File: src/cdsw7_pkg.sv
// Package with the types, constants and segment helpers of the countdown timer.
`timescale 1ns / 1ps

package cdsw7_pkg;

  localparam int CountW = 19;
  localparam int SwW    = 10;

  localparam logic [CountW-1:0] FULL_COUNT     = 19'd360000;
  localparam logic [12:0]       CENTIS_PER_MIN = 13'd6000;
  localparam logic [6:0]        CENTIS_PER_SEC = 7'd100;

  localparam logic OP_TICK = 1'b0;
  localparam logic OP_KEY  = 1'b1;

  localparam logic [3:0] KEY_RUN     = 4'b0001;
  localparam logic [3:0] KEY_SET_CS  = 4'b0010;
  localparam logic [3:0] KEY_SET_SEC = 4'b0100;
  localparam logic [3:0] KEY_SET_MIN = 4'b1000;

  localparam logic [7:0]  SEG_ZERO       = 8'b00111111;
  localparam logic [31:0] HEX_LOW_RESET  = {4{SEG_ZERO}};
  localparam logic [15:0] HEX_HIGH_RESET = {2{SEG_ZERO}};

  typedef struct packed {
    logic            operation;
    logic [3:0]      key_edges;
    logic [SwW-1:0]  switches;
  } cmd_t;

  typedef struct packed {
    logic [31:0] hex_low;
    logic [15:0] hex_high;
    logic        running;
  } res_t;

  // Count handed from the control stage to the display conversion.
  typedef struct packed {
    logic              refresh;
    logic              running;
    logic [CountW-1:0] count;
  } conv_req_t;

  function automatic logic [7:0] seg_of(input logic [3:0] digit);
    logic [7:0] seg;
    case (digit)
      4'd0:    seg = 8'h3F;
      4'd1:    seg = 8'h06;
      4'd2:    seg = 8'h5B;
      4'd3:    seg = 8'h4F;
      4'd4:    seg = 8'h66;
      4'd5:    seg = 8'h6D;
      4'd6:    seg = 8'h7D;
      4'd7:    seg = 8'h07;
      4'd8:    seg = 8'h7F;
      4'd9:    seg = 8'h6F;
      default: seg = 8'h00;
    endcase
    return seg;
  endfunction

  // Two digits of a value below 100 as {tens, ones} segment bytes.
  // The tens digit is taken as (v * 205) >> 11, exact for this range.
  function automatic logic [15:0] seg_pair(input logic [6:0] v);
    logic [14:0] prod;
    logic [3:0]  tens;
    logic [6:0]  ones;
    prod = 15'(v) * 15'd205;
    tens = prod[14:11];
    ones = v - 7'(tens) * 7'd10;
    return {seg_of(tens), seg_of(ones[3:0])};
  endfunction

endpackage

File: src/cdsw7_ctrl.sv
// Control stage: run flag, time settings and the remaining count.
`timescale 1ns / 1ps

module cdsw7_ctrl
  import cdsw7_pkg::*;
(
  input  logic      clk,
  input  logic      rst,
  input  logic      cmd_valid,
  output logic      cmd_stall,
  input  cmd_t      cmd,
  output logic      conv_valid,
  input  logic      conv_stall,
  output conv_req_t conv
);

  logic [CountW-1:0] count;
  logic [SwW-1:0]    set_cs;
  logic [SwW-1:0]    set_sec;
  logic [SwW-1:0]    set_min;
  logic              run;

  logic [CountW-1:0] count_next;
  logic [SwW-1:0]    set_cs_next;
  logic [SwW-1:0]    set_sec_next;
  logic [SwW-1:0]    set_min_next;
  logic              run_next;
  logic              refresh;
  logic [22:0]       sum;
  logic              load;
  logic              accept;

  assign load      = !conv_valid || !conv_stall;
  assign cmd_stall = !load;
  assign accept    = cmd_valid && load;

  always_comb begin
    count_next   = count;
    set_cs_next  = set_cs;
    set_sec_next = set_sec;
    set_min_next = set_min;
    run_next     = run;
    refresh      = 1'b0;
    if (cmd.operation == OP_TICK) begin
      if (run) begin
        count_next = (count <= 19'd1) ? FULL_COUNT : count - 19'd1;
        refresh    = 1'b1;
      end
    end else begin
      case (cmd.key_edges)
        KEY_RUN: begin
          run_next = !run;
          refresh  = 1'b1;
        end
        KEY_SET_CS:  set_cs_next  = cmd.switches;
        KEY_SET_SEC: set_sec_next = cmd.switches;
        KEY_SET_MIN: set_min_next = cmd.switches;
        default: ;
      endcase
    end
    sum = 23'(set_min_next) * 23'(CENTIS_PER_MIN)
        + 23'(set_sec_next) * 23'(CENTIS_PER_SEC)
        + 23'(set_cs_next);
    // A setting key reloads the count, clamped so the digits stay in range.
    if (cmd.operation == OP_KEY &&
        (cmd.key_edges == KEY_SET_CS || cmd.key_edges == KEY_SET_SEC ||
         cmd.key_edges == KEY_SET_MIN)) begin
      count_next = (sum > 23'(FULL_COUNT)) ? FULL_COUNT : sum[CountW-1:0];
    end
  end

  always_ff @(posedge clk) begin
    if (rst) begin
      count      <= FULL_COUNT;
      set_cs     <= '0;
      set_sec    <= '0;
      set_min    <= '0;
      run        <= 1'b0;
      conv_valid <= 1'b0;
    end else if (load) begin
      conv_valid <= cmd_valid;
      if (accept) begin
        count        <= count_next;
        set_cs       <= set_cs_next;
        set_sec      <= set_sec_next;
        set_min      <= set_min_next;
        run          <= run_next;
        conv.refresh <= refresh;
        conv.running <= run_next;
        conv.count   <= count_next;
      end
    end
  end

endmodule

File: src/cdsw7_conv.sv
// Display pipeline: splits the count into minutes, seconds and centiseconds.
`timescale 1ns / 1ps

module cdsw7_conv
  import cdsw7_pkg::*;
(
  input  logic      clk,
  input  logic      rst,
  input  logic      conv_valid,
  output logic      conv_stall,
  input  conv_req_t conv,
  output logic      res_valid,
  input  logic      res_stall,
  output res_t      res
);

  // Stage 2: estimate of count / 100.
  logic              s2_valid, s2_refresh, s2_run;
  logic [CountW-1:0] s2_count;
  logic [11:0]       s2_q;
  // Stage 3: centiseconds and total seconds.
  logic              s3_valid, s3_refresh, s3_run;
  logic [6:0]        s3_cs;
  logic [11:0]       s3_sect;
  // Stage 4: estimate of seconds / 60.
  logic              s4_valid, s4_refresh, s4_run;
  logic [6:0]        s4_cs;
  logic [11:0]       s4_sect;
  logic [5:0]        s4_mest;
  // Stage 5: final minutes, seconds, centiseconds.
  logic              s5_valid, s5_refresh, s5_run;
  logic [6:0]        s5_cs;
  logic [5:0]        s5_sec;
  logic [5:0]        s5_min;

  logic out_ready, s5_ready, s4_ready, s3_ready, s2_ready;

  logic [34:0]       prod1;
  logic [CountW-1:0] rem1;
  logic [22:0]       prod2;
  logic [11:0]       rem2;
  logic [6:0]        cs_next;
  logic [11:0]       sect_next;
  logic [5:0]        sec_next;
  logic [5:0]        min_next;

  assign out_ready  = !res_valid || !res_stall;
  assign s5_ready   = !s5_valid || out_ready;
  assign s4_ready   = !s4_valid || s5_ready;
  assign s3_ready   = !s4_valid || s4_ready ? (!s3_valid || s4_ready) : !s3_valid;
  assign s2_ready   = !s2_valid || s3_ready;
  assign conv_stall = !s2_ready;

  always_comb begin
    // The reciprocal estimates run at most one low and are corrected below.
    prod1 = 35'(conv.count) * 35'd41943;
    rem1  = s2_count - 19'(s2_q) * 19'(CENTIS_PER_SEC);
    if (rem1 >= 19'(CENTIS_PER_SEC)) begin
      cs_next   = 7'(rem1 - 19'(CENTIS_PER_SEC));
      sect_next = s2_q + 12'd1;
    end else begin
      cs_next   = rem1[6:0];
      sect_next = s2_q;
    end
    prod2 = 23'(s3_sect) * 23'd1092;
    rem2  = s4_sect - 12'(s4_mest) * 12'd60;
    if (rem2 >= 12'd60) begin
      sec_next = 6'(rem2 - 12'd60);
      min_next = s4_mest + 6'd1;
    end else begin
      sec_next = rem2[5:0];
      min_next = s4_mest;
    end
  end

  always_ff @(posedge clk) begin
    if (rst) begin
      s2_valid     <= 1'b0;
      s3_valid     <= 1'b0;
      s4_valid     <= 1'b0;
      s5_valid     <= 1'b0;
      res_valid    <= 1'b0;
      res.hex_low  <= HEX_LOW_RESET;
      res.hex_high <= HEX_HIGH_RESET;
      res.running  <= 1'b0;
    end else begin
      if (s2_ready) begin
        s2_valid   <= conv_valid;
        s2_refresh <= conv.refresh;
        s2_run     <= conv.running;
        s2_count   <= conv.count;
        s2_q       <= prod1[33:22];
      end
      if (s3_ready) begin
        s3_valid   <= s2_valid;
        s3_refresh <= s2_refresh;
        s3_run     <= s2_run;
        s3_cs      <= cs_next;
        s3_sect    <= sect_next;
      end
      if (s4_ready) begin
        s4_valid   <= s3_valid;
        s4_refresh <= s3_refresh;
        s4_run     <= s3_run;
        s4_cs      <= s3_cs;
        s4_sect    <= s3_sect;
        s4_mest    <= prod2[21:16];
      end
      if (s5_ready) begin
        s5_valid   <= s4_valid;
        s5_refresh <= s4_refresh;
        s5_run     <= s4_run;
        s5_cs      <= s4_cs;
        s5_sec     <= sec_next;
        s5_min     <= min_next;
      end
      // The result register doubles as the display state, so a request that
      // does not refresh repeats the digits last shown.
      if (out_ready) begin
        res_valid <= s5_valid;
        if (s5_valid) begin
          res.running <= s5_run;
          if (s5_refresh) begin
            res.hex_low  <= {seg_pair({1'b0, s5_sec}), seg_pair(s5_cs)};
            res.hex_high <= seg_pair({1'b0, s5_min});
          end
        end
      end
    end
  end

endmodule

File: src/countdown_stopwatch_7seg.sv
// Top level of the centisecond countdown timer with six seven-segment digits.
//
// Requests arrive on cmd (cmd_valid / cmd_stall): a timer tick, or a
// pushbutton edge event carrying key_edges and the switch value. Key 0
// toggles run and stop; keys 1 to 3 set centiseconds, seconds or minutes
// and reload the count, clamped to 60:00.00. Each request yields exactly
// one result on res (res_valid / res_stall): the segment bytes of MM SS cc
// and the run flag after that request.
// A request is taken in any cycle in which cmd_stall is low, one per cycle
// sustained while res_stall stays low. Its result passes through one control
// stage, then four stages that split the count with two reciprocal
// multiplications, then the result register.
// While res_stall holds a result, later requests keep filling the empty
// stages; cmd_stall rises only once every stage holds a request.
// Reset stops the timer, loads 60:00.00 into the count, clears the
// settings and shows all zeros until the first refresh.
`timescale 1ns / 1ps

module countdown_stopwatch_7seg
  import cdsw7_pkg::*;
(
  input  logic clk,
  input  logic rst,
  input  logic cmd_valid,
  output logic cmd_stall,
  input  cmd_t cmd,
  output logic res_valid,
  input  logic res_stall,
  output res_t res
);

  logic      conv_valid;
  logic      conv_stall;
  conv_req_t conv;

  cdsw7_ctrl u_ctrl (
    .clk        (clk),
    .rst        (rst),
    .cmd_valid  (cmd_valid),
    .cmd_stall  (cmd_stall),
    .cmd        (cmd),
    .conv_valid (conv_valid),
    .conv_stall (conv_stall),
    .conv       (conv)
  );

  cdsw7_conv u_conv (
    .clk        (clk),
    .rst        (rst),
    .conv_valid (conv_valid),
    .conv_stall (conv_stall),
    .conv       (conv),
    .res_valid  (res_valid),
    .res_stall  (res_stall),
    .res        (res)
  );

endmodule

File: config.mk
export PLATFORM = sky130hd
export DESIGN_NAME = countdown_stopwatch_7seg
export DESIGN_NICKNAME = d
export VERILOG_FILES = /design/src/cdsw7_pkg.sv /design/src/cdsw7_ctrl.sv /design/src/cdsw7_conv.sv /design/src/countdown_stopwatch_7seg.sv
export SDC_FILE = /design/constraint.sdc
export NUM_CORES = 1
export LEC_CHECK = 0
export BUFFER_PORTS_ARGS = -buffer_cell sky130_fd_sc_hd__buf_4
export CORE_UTILIZATION = 25
export DETAILED_ROUTE_END_ITERATION = 16
export PLACE_DENSITY = 0.37
export SLEW_MARGIN = 10
export SYNTH_ARGS = -nofsm -noshare
export SYNTH_HDL_FRONTEND = slang
export SYNTH_SLANG_ARGS = --single-unit
File: constraint.sdc
create_clock -name clk -period 9.2 [get_ports clk]
set_input_delay 1.38 -clock clk [delete_from_list [all_inputs] [get_ports clk]]
set_output_delay 1.38 -clock clk [all_outputs]
set_load 0.01 [all_outputs]
==> results of run 1 <==
[layout by cell type (no fill, tap or decap), drive strengths merged, types with 12 or more instances in the layout]
master / netlist / layout
nand2b: 24 / 24
nor4: 12 / 12
mux2i: 23 / 23
a211o: 13 / 13
and3: 15 / 15
nor3: 31 / 31
xnor2: 103 / 103
o21ai: 78 / 78
a21o: 36 / 36
dfxtp: 99 / 99
inv: 389 / 390
nor2b: 25 / 25
o21bai: 18 / 18
a21oi: 127 / 127
clkbuf: 30 / 33
fa: 211 / 211
a31oi: 13 / 13
nand3: 27 / 27
a211oi: 30 / 30
buf: 14 / 78
nor2: 152 / 152
ha: 505 / 505
nand2: 105 / 105
mux2: 25 / 25
xor2: 47 / 47
edfxtp: 123 / 123
o21a: 25 / 25
[sequential cells by signal (all words and copies together), names as in the netlist, 6 cells and up]
signal / count
u_conv.s4_cs: 7
u_conv.s4_mest: 6
u_ctrl.set_min: 10
u_ctrl.set_sec: 10
u_conv.s2_count: 19
u_ctrl.set_cs: 10
u_conv.s3_sect: 12
u_conv.s2_q: 12
u_conv.s3_cs: 7
u_conv.s5_cs: 7
u_conv.s5_sec: 6
u_ctrl.conv: 21
u_ctrl.count: 19
u_conv.s4_sect: 12
u_conv.s5_min: 6
u_conv.res: 43
[metrics by stage]
stage          hold slack (ps)  util [%]  worst slack [ps]  cells
2_1_floorplan            400.3         -             823.3   2451
3_3_place_gp             401.7     27.29             243.2   3772
3_5_place_dp             405.7     27.29             181.3   3772
4_1_cts                  406.7     28.28             755.1   3826
5_1_grt                  416.5     28.28             178.9   3826
6_report                 413.2     28.28             775.2   3826
[cell families (layout without fill, tap and decap cells)]
family	after synthesis	in the layout
multiplexers	48	48
buffers and inverters	433	521
AND/OR/NAND/NOR	443	443
XOR/XNOR	151	151
flip-flops	222	222
AO/OA/AOI/OAI	432	432
other	1	6
adder cells (fa/ha/maj)	716	716
[per-layer routing]
| metal | GRT usage [%] | vias up | share of wire (%) |
|---|---|---|---|
| li1 | - | 8540 | - |
| met2 | 21.24 | 136 | 47 |
| met3 | 1.109 | 52 | 2.3 |
| met4 | 2.786 | 0 | 1.7 |
| met5 | 0 | - | 0 |
| met1 | 16.95 | 8294 | 49 |
[final timing paths]
| path | cells after the start | to |
|---|---|---|
| max | 30 | u_ctrl.count[16]$_SDFFE_PP1P_ |
| min | 0 | u_conv.s4_cs[4]$_DFFE_PP_ |
| max reg2reg | 28 | u_ctrl.count[16]$_SDFFE_PP1P_ |
| min reg2reg | 0 | u_conv.s4_cs[4]$_DFFE_PP_ |
[layout make-up]
type / count / area [um2]
fillers: 10390 / 70590
multi-input cells: 1796 / 17530
flip-flops and latches: 222 / 5675
well taps: 1287 / 1610
inverters: 389 / 1460
clock buffers: 33 / 750.7
repair buffers: 78 / 585.6
clock inverters: 21 / 221.5
==> metrics.cfg, run 1 <==
[synth]
yosys-top-cells-count = ha_1 (505), inv_1 (389), fa_1 (211), nor2_1 (152), a21oi_1 (125)
synth_top_family_by_area = adder cells
synth_area_um2 = 24810
synthArstFlopShare_pct = 0
avgSynthCellArea_um2 = 10.14
synth.most_common_cell = ha_1
muxShareOfSynthArea_pct = 2.062
synth_cell_types = 83
ys_ff_latch = 222
synth_adder_area_share_pct = 42.49
synth_top_area_cell = ha_1
synthTopCellsByArea = ha_1 (25%), fa_1 (17%), edfxtp_1 (15%), dfxtp_1 (8.0%), inv_1 (5.9%)
dominantRegCellSynth = edfxtp_1
synth_xor_xnor_area_share_pct = 5.391
yosysWarnings = 0
synthSimpleGateAreaFrac_pct = 8.542
ys_seq_area_share_pct = 22.87
synth_cells = 2446
synth_edf_count = 123
synth_compound_area_share_pct = 11.95
synth_top_area_share_pct = 25.47

[global_routing]
grt_pass1_vias = 18270
grt_max_degree = 60
grt_antenna_before_repair = 0
grt_pass1_wl_um = 99250
grt_use_total_pct = 12.44
overflow = 0

[cells_and_area]
drive_above_1_share_pct = 7.365
nets = 3251
diodes = 0
finalInstanceArea_um2 = 27830
syn_to_final_growth_pct = 12.16

[setup_path]
r2r_setup_slack_ps = 2050
worstReg2RegStart = u_ctrl.set_min[7]$_SDFFE_PP0P_
crit_fanout = 12
cp-end-kind = flop
cp_data_arrival_time_ps = 8880
crit_top_cell = ha_1
crit_buf_inv = 5
cp_slowest_cell = fa_1
required_ps = 9650
critPathLaunchType = input pin
crit_family = adder cells
path_class = in2reg
cp-startpoint = cmd[12]
critPathMaxStageDelay_ps = 550

[cts]
cts_buffer_depth = 3
clkLatencyLatePin_ps = 590
hold_buffers = 0
cts-root-buf = clkbuf_16
cts_buffers = 29
cts_tree = yes
cts_sinks = 222
cts.repair.resized = 0
cts_setup_buffers = 0
h-tree-depth = 1
clkTransAtPathRegs_ps = 60

[sta]
setup_viol = 0
tightestPinTransition_ps = 1080
finalHoldViolCount = 0
fin_worst_skew_ps = 36.85
max_freq_mhz = 118.7
fin_crit_ps = 8425
slew_headroom_pct = 27.82
report.final.slew_viol_count = 0
rsz0062_at_grt = false
fin_setup_tns_ps = 0
fin_crit_sh_pct = 91.57

[floorplan]
num_rows = 115
dieWidth_um = 317.0
core_area_um2 = 98420
initial_utilization_pct = 25.21
die-area_um2 = 100500
ioPinCount = 70
dieHeight_um = 317.0

[run]
max_cap_viol_count = 0

[drt]
wl_per_cell_um = 15.93
firstDrtPassIters = 5
vias = 17020
drtIter0Drc = 642
ant_nets = 0
drcViolationCount = 0
wirelength_um = 60950
via_per_inst = 4.449

[placement]
placed_area_um2 = 26860
io_buffers = 63
gp_congestion = 0.8122
hpwlAfterDp_um = 49740

[min_path]
min_path_type = reg2reg
min_from = u_conv.s3_cs[4]$_DFFE_PP_

[run_status]
status = finished clean

Power of run 1 is not shown: default switching activity piles up to over one toggle a cycle in this logic, so the estimate is an artifact.
==> run 2: changes to the inputs <==
PLACE_DENSITY = 0.5   (was 0.37)
SLEW_MARGIN = 20   (was 10)
==> run 2 against run 1 <==
Compared with the run above: first-iteration DRC count rose by 11%; die area stayed put; worst setup slack better by 270 ps; via count shrank 0.89%; critical path depth grew 2; count of clock-buffer cells in the layout up 3; sequential share of layout area about the same; clock skew fell by 23 ps; non-clock buffer count is the same.
==> metrics.cfg, run 2 (synthesized netlist as in run 1, its figures left out) <==
[drt]
via_per_inst = 4.410  ; -0.89%
drtIter0Drc = 715  ; +11%
wirelength_um = 54840  ; -10%
wl_per_cell_um = 14.33  ; -10%
ant_nets = 0  ; unchanged
drcViolationCount = 0  ; unchanged
firstDrtPassIters = 5  ; unchanged
vias = 16870  ; -0.89%

[global_routing]
grt_pass1_wl_um = 90620  ; -8.7%
grt_max_degree = 63  ; +5.0%
grt_use_met3_pct = 1.383  ; +0.27 points
use_met2_pct = 18.78  ; -2.5 points
grt_antenna_before_repair = 0  ; unchanged
grt-busiest-layer = met2
grtUsageMet1_pct = 15.34  ; -1.6 points
grt_pass1_vias = 17000  ; -6.9%
grt_use_total_pct = 11.20  ; -1.2 points
overflow = 0  ; unchanged

[sta]
max_freq_mhz = 122.6  ; +3.3%
fin_worst_skew_ps = 14.32  ; -22.54 ps
tightestPinTransition_ps = 1005  ; -74.98 ps
report.final.slew_viol_count = 0  ; unchanged
fin_crit_sh_pct = 88.65  ; -2.9 points
rsz0062_at_grt = false
slew_headroom_pct = 32.48  ; +4.7 points
fin_crit_ps = 8156  ; -268.7 ps
finalHoldViolCount = 0  ; unchanged
fin_setup_tns_ps = 0  ; unchanged
setup_viol = 0  ; unchanged

[cts]
cts_buffer_depth = 3  ; unchanged
cts.repair.resized = 0  ; unchanged
cts_buffers = 29  ; unchanged
cts_setup_buffers = 0  ; unchanged
cts_sinks = 222  ; unchanged
hold_buffers = 0  ; unchanged
clkTransAtPathRegs_ps = 60  ; about the same
clkLatencyLatePin_ps = 580  ; about the same
cts_tree = yes
cts-root-buf = clkbuf_16
h-tree-depth = 1  ; unchanged

[cells_and_area]
final_common_cell = ha_1
largest_reg_flops = 43  ; unchanged
num-fill-cells = 10470  ; +0.77%
mostFrequentLayoutCells = ha_1 (505), inv_1 (389), fa_1 (211)
syn_to_final_growth_pct = 12.25  ; about the same
layoutNonFillerInstCount = 3826  ; unchanged
regMostFlops = u_conv.res
drive_above_1_share_pct = 7.444  ; +0.079 points
finalInstanceArea_um2 = 27850  ; about the same
diodes = 0  ; unchanged
nets = 3251  ; unchanged
largestRegisters = u_conv.res (43), u_ctrl.conv (21)

[setup_path]
path_class = in2reg
critPathLaunchType = input pin
critPathMaxStageDelay_ps = 570  ; +20 ps
crit_fanout = 12  ; unchanged
required_ps = 9670  ; +20 ps
cp_data_arrival_time_ps = 8630  ; -250 ps
cp_slowest_cell = mux2i_1
cp-end-kind = flop

[placement]
placed_area_um2 = 26850  ; about the same
io_buffers = 63  ; unchanged
gp_congestion = 0.8015  ; -1.3%
dp_cells = 3772  ; unchanged
hpwlAfterDp_um = 45400  ; -8.7%

[floorplan]
num_rows = 115  ; unchanged
die-area_um2 = 100500  ; unchanged
core_area_um2 = 98420  ; unchanged
initial_utilization_pct = 25.21  ; unchanged
dieHeight_um = 317.0  ; unchanged
ioPinCount = 70  ; unchanged
dieWidth_um = 317.0  ; unchanged

[run_status]
status = finished clean

[run]
max_cap_viol_count = 0  ; unchanged

[min_path]
min_path_type = reg2reg

## run 2: routing by layer
layer | part of all wire, % | vias up
li1 | - | 8544
met1 | 48 | 8094
met2 | 46 | 185
met3 | 3.2 | 48
met4 | 2.0 | 0
met5 | 0 | -
## run 2: path summary, 6_finish.rpt
path / startpoint / end / slack, ps / cells after the start
max: cmd[12] / u_ctrl.count[12]$_SDFFE_PP1P_ / 1040 / 32
min: u_conv.s3_refresh$_DFFE_PP_ / u_conv.s4_refresh$_DFFE_PP_ / 410 / 0
max reg2reg: u_ctrl.set_min[7]$_SDFFE_PP0P_ / u_ctrl.count[12]$_SDFFE_PP1P_ / 2140 / 28
min reg2reg: u_conv.s3_refresh$_DFFE_PP_ / u_conv.s4_refresh$_DFFE_PP_ / 410 / 0
## run 2: stage by stage
| stage | util [%] | hold WS, ps | setup WS (ps) |
|---|---|---|---|
| floorplan | - | 400.3 | 823.3 |
| global placement | 27.29 | 401.9 | 474.7 |
| detailed placement | 27.29 | 405.4 | 411.1 |
| CTS | 28.30 | 414.3 | 1016 |
| global route | 28.30 | 420.9 | 520.2 |
| finish | 28.30 | 412.4 | 1044 |
## run 2: final cells by class
| cell class | count | area, um2 | area share [%] |
|---|---|---|---|
| clock buffers | 36 | 782.0 | 2.808 |
| repair buffers | 78 | 585.6 | 2.102 |
| well taps | 1287 | 1610 | 5.782 |
| multi-input cells | 1796 | 17520 | 62.92 |
| flip-flops and latches | 222 | 5675 | 20.38 |
| clock inverters | 18 | 215.2 | 0.7727 |
| inverters | 389 | 1460 | 5.243 |
## run 2: worst max-delay path, delay by kind of cell
family	cells	cell delay (ps)
AOI/OAI and AO/OA	11	1960
xor gates and xnor gates	3	760
adders and majority gates	7	2740
muxes	1	570
buffers and inverters	7	760
and+or+nand+nor	3	440
Power of run 2 is left out for the same reason.
==> run 3: changes to the inputs <==
CTS_BUF_LIST = sky130_fd_sc_hd__clkbuf_4   (was not set)
==> run 3 against run 2 <==
Compared with the run above: fmax is 2.0% higher; sequential cell count unchanged; global-route usage up 0.23 points; largest cell class unchanged.
==> metrics.cfg, run 3 (synthesized netlist as in run 1, its figures left out) <==
[cts]
cts_tree = yes
cts_setup_buffers = 0  ; unchanged
cts_buffer_depth = 3  ; unchanged
cts-root-buf = clkbuf_4
cts_buffers = 67  ; +130%
cts.repair.resized = 0  ; unchanged
clkLatencyLatePin_ps = 780  ; +200 ps
cts_sinks = 222  ; unchanged
h-tree-depth = 3  ; +2
clkTransAtPathRegs_ps = 50  ; about the same
hold_buffers = 0  ; unchanged

[floorplan]
initial_utilization_pct = 25.21  ; unchanged
die-area_um2 = 100500  ; unchanged
num_rows = 115  ; unchanged
core_area_um2 = 98420  ; unchanged
dieHeight_um = 317.0  ; unchanged
dieWidth_um = 317.0  ; unchanged
ioPinCount = 70  ; unchanged

[sta]
finalHoldViolCount = 0  ; unchanged
fin_crit_ps = 7999  ; -157.2 ps
max_freq_mhz = 125.0  ; +2.0%
rsz0062_at_grt = false
report.final.slew_viol_count = 0  ; unchanged
tightestPinTransition_ps = 1007  ; +1.741 ps
setup_viol = 0  ; unchanged
fin_worst_skew_ps = 81.32  ; +67.00 ps
fin_crit_sh_pct = 86.95  ; -1.7 points
fin_setup_tns_ps = 0  ; unchanged
slew_headroom_pct = 32.36  ; -0.12 points

[drt]
firstDrtPassIters = 4  ; -1
drtIter0Drc = 647  ; -9.5%
wl_per_cell_um = 14.18  ; -1.1%
wirelength_um = 55190  ; +0.64%
routed.top_layer = met4
wl_met2_um = 25640  ; +0.89%
via_per_inst = 4.400  ; -0.22%
drcViolationCount = 0  ; unchanged
vias = 17130  ; +1.5%
ant_nets = 0  ; unchanged
wl_met3_um = 2256  ; +30%
wl_met1_um = 26210  ; -1.4%

[cells_and_area]
drive_above_1_share_pct = 9.674  ; +2.2 points
syn_to_final_growth_pct = 11.72
final_common_cell = ha_1
nets = 3289  ; +1.2%
largestRegisters = u_conv.res (43), u_ctrl.conv (21)
largest_reg_flops = 43  ; unchanged
mostFrequentLayoutCells = ha_1 (505), inv_1 (389), fa_1 (211)
regMostFlops = u_conv.res

[placement]
gp_congestion = 0.8015  ; unchanged
hpwlAfterDp_um = 45400  ; unchanged
io_buffers = 63  ; unchanged

[setup_path]
cp-end-kind = flop
cp_slowest_cell = mux2i_1
crit_fanout = 12  ; unchanged
path_class = in2reg
required_ps = 9820  ; +150 ps
critPathLaunchType = input pin
cp_data_arrival_time_ps = 8610  ; -20 ps
critPathMaxStageDelay_ps = 570  ; about the same

[min_path]
min_path_type = reg2reg

[global_routing]
grt_pass1_wl_um = 91380  ; +0.84%
grt_max_degree = 63  ; unchanged
grt_pass1_vias = 17380  ; +2.2%
overflow = 0  ; unchanged
grt_use_total_pct = 11.43  ; +0.23 points
grt_antenna_before_repair = 1  ; +1

[run_status]
status = finished clean

[run]
max_cap_viol_count = 0  ; unchanged

## run 3: cell count changes in the layout (fill, tap and decap cells not counted), moves of 3 or more
cell,before,now
clkbuf_1,4,0
clkbuf_8,3,0
clkinv_1,2,9
clkinv_2,7,1
bufinv_16,4,0
clkbuf_4,0,105
clkbuf_16,29,0
## run 3: through the flow
stage	area [um2]	hold WS (ps)	utilization [%]	worst slack (ps)	std cells
final	27720	405.8	28.17	1201	3893
after global routing	27720	415.9	28.17	734.0	3893
after CTS	27720	400.9	28.16	1251	3892
after detailed placement	26850	405.4	27.29	411.1	3772
after global placement	26850	401.9	27.29	474.7	3772
after floorplan	24830	400.3	-	823.3	2451
## run 3: worst paths after layout
check / slack (ps) / startpoint / to / cells past startpoint
setup reg to reg: 2130 / u_ctrl.set_min[7]$_SDFFE_PP0P_ / u_ctrl.count[6]$_SDFFE_PP1P_ / 28
hold reg to reg: 410 / u_ctrl.conv[19]$_DFFE_PP_ / u_conv.s2_run$_DFFE_PP_ / 0
hold / removal: 410 / u_ctrl.conv[19]$_DFFE_PP_ / u_conv.s2_run$_DFFE_PP_ / 0
setup / recovery: 1200 / cmd[12] / u_ctrl.count[6]$_SDFFE_PP1P_ / 32
## run 3: per-layer routing
| layer | vias to the layer above | global-route usage [%] |
|---|---|---|
| met3 | 72 | 2.035 |
| met4 | 0 | 3.344 |
| met1 | 8176 | 15.17 |
| met2 | 230 | 18.88 |
| li1 | 8650 | - |
| met5 | - | 0 |
## run 3: layout make-up
cell class,count,area [um2]
fillers,10520,70700
multi-input cells,1796,17520
flip-flops and latches,222,5675
well taps,1287,1610
inverters,389,1460
clock buffers,105,788.3
repair buffers,78,585.6
clock inverters,15,75.07
diodes,1,2.502
## run 3: critical path: cells and delay by family
| kind | cells | cell delay [ps] |
|---|---|---|
| compound gates | 11 | 1960 |
| xor+xnor | 3 | 760 |
| fa+ha+maj | 7 | 2740 |
| buf+inv | 7 | 760 |
| mux | 1 | 570 |
| simple gates | 3 | 440 |
Power of run 3 is left out for the same reason.
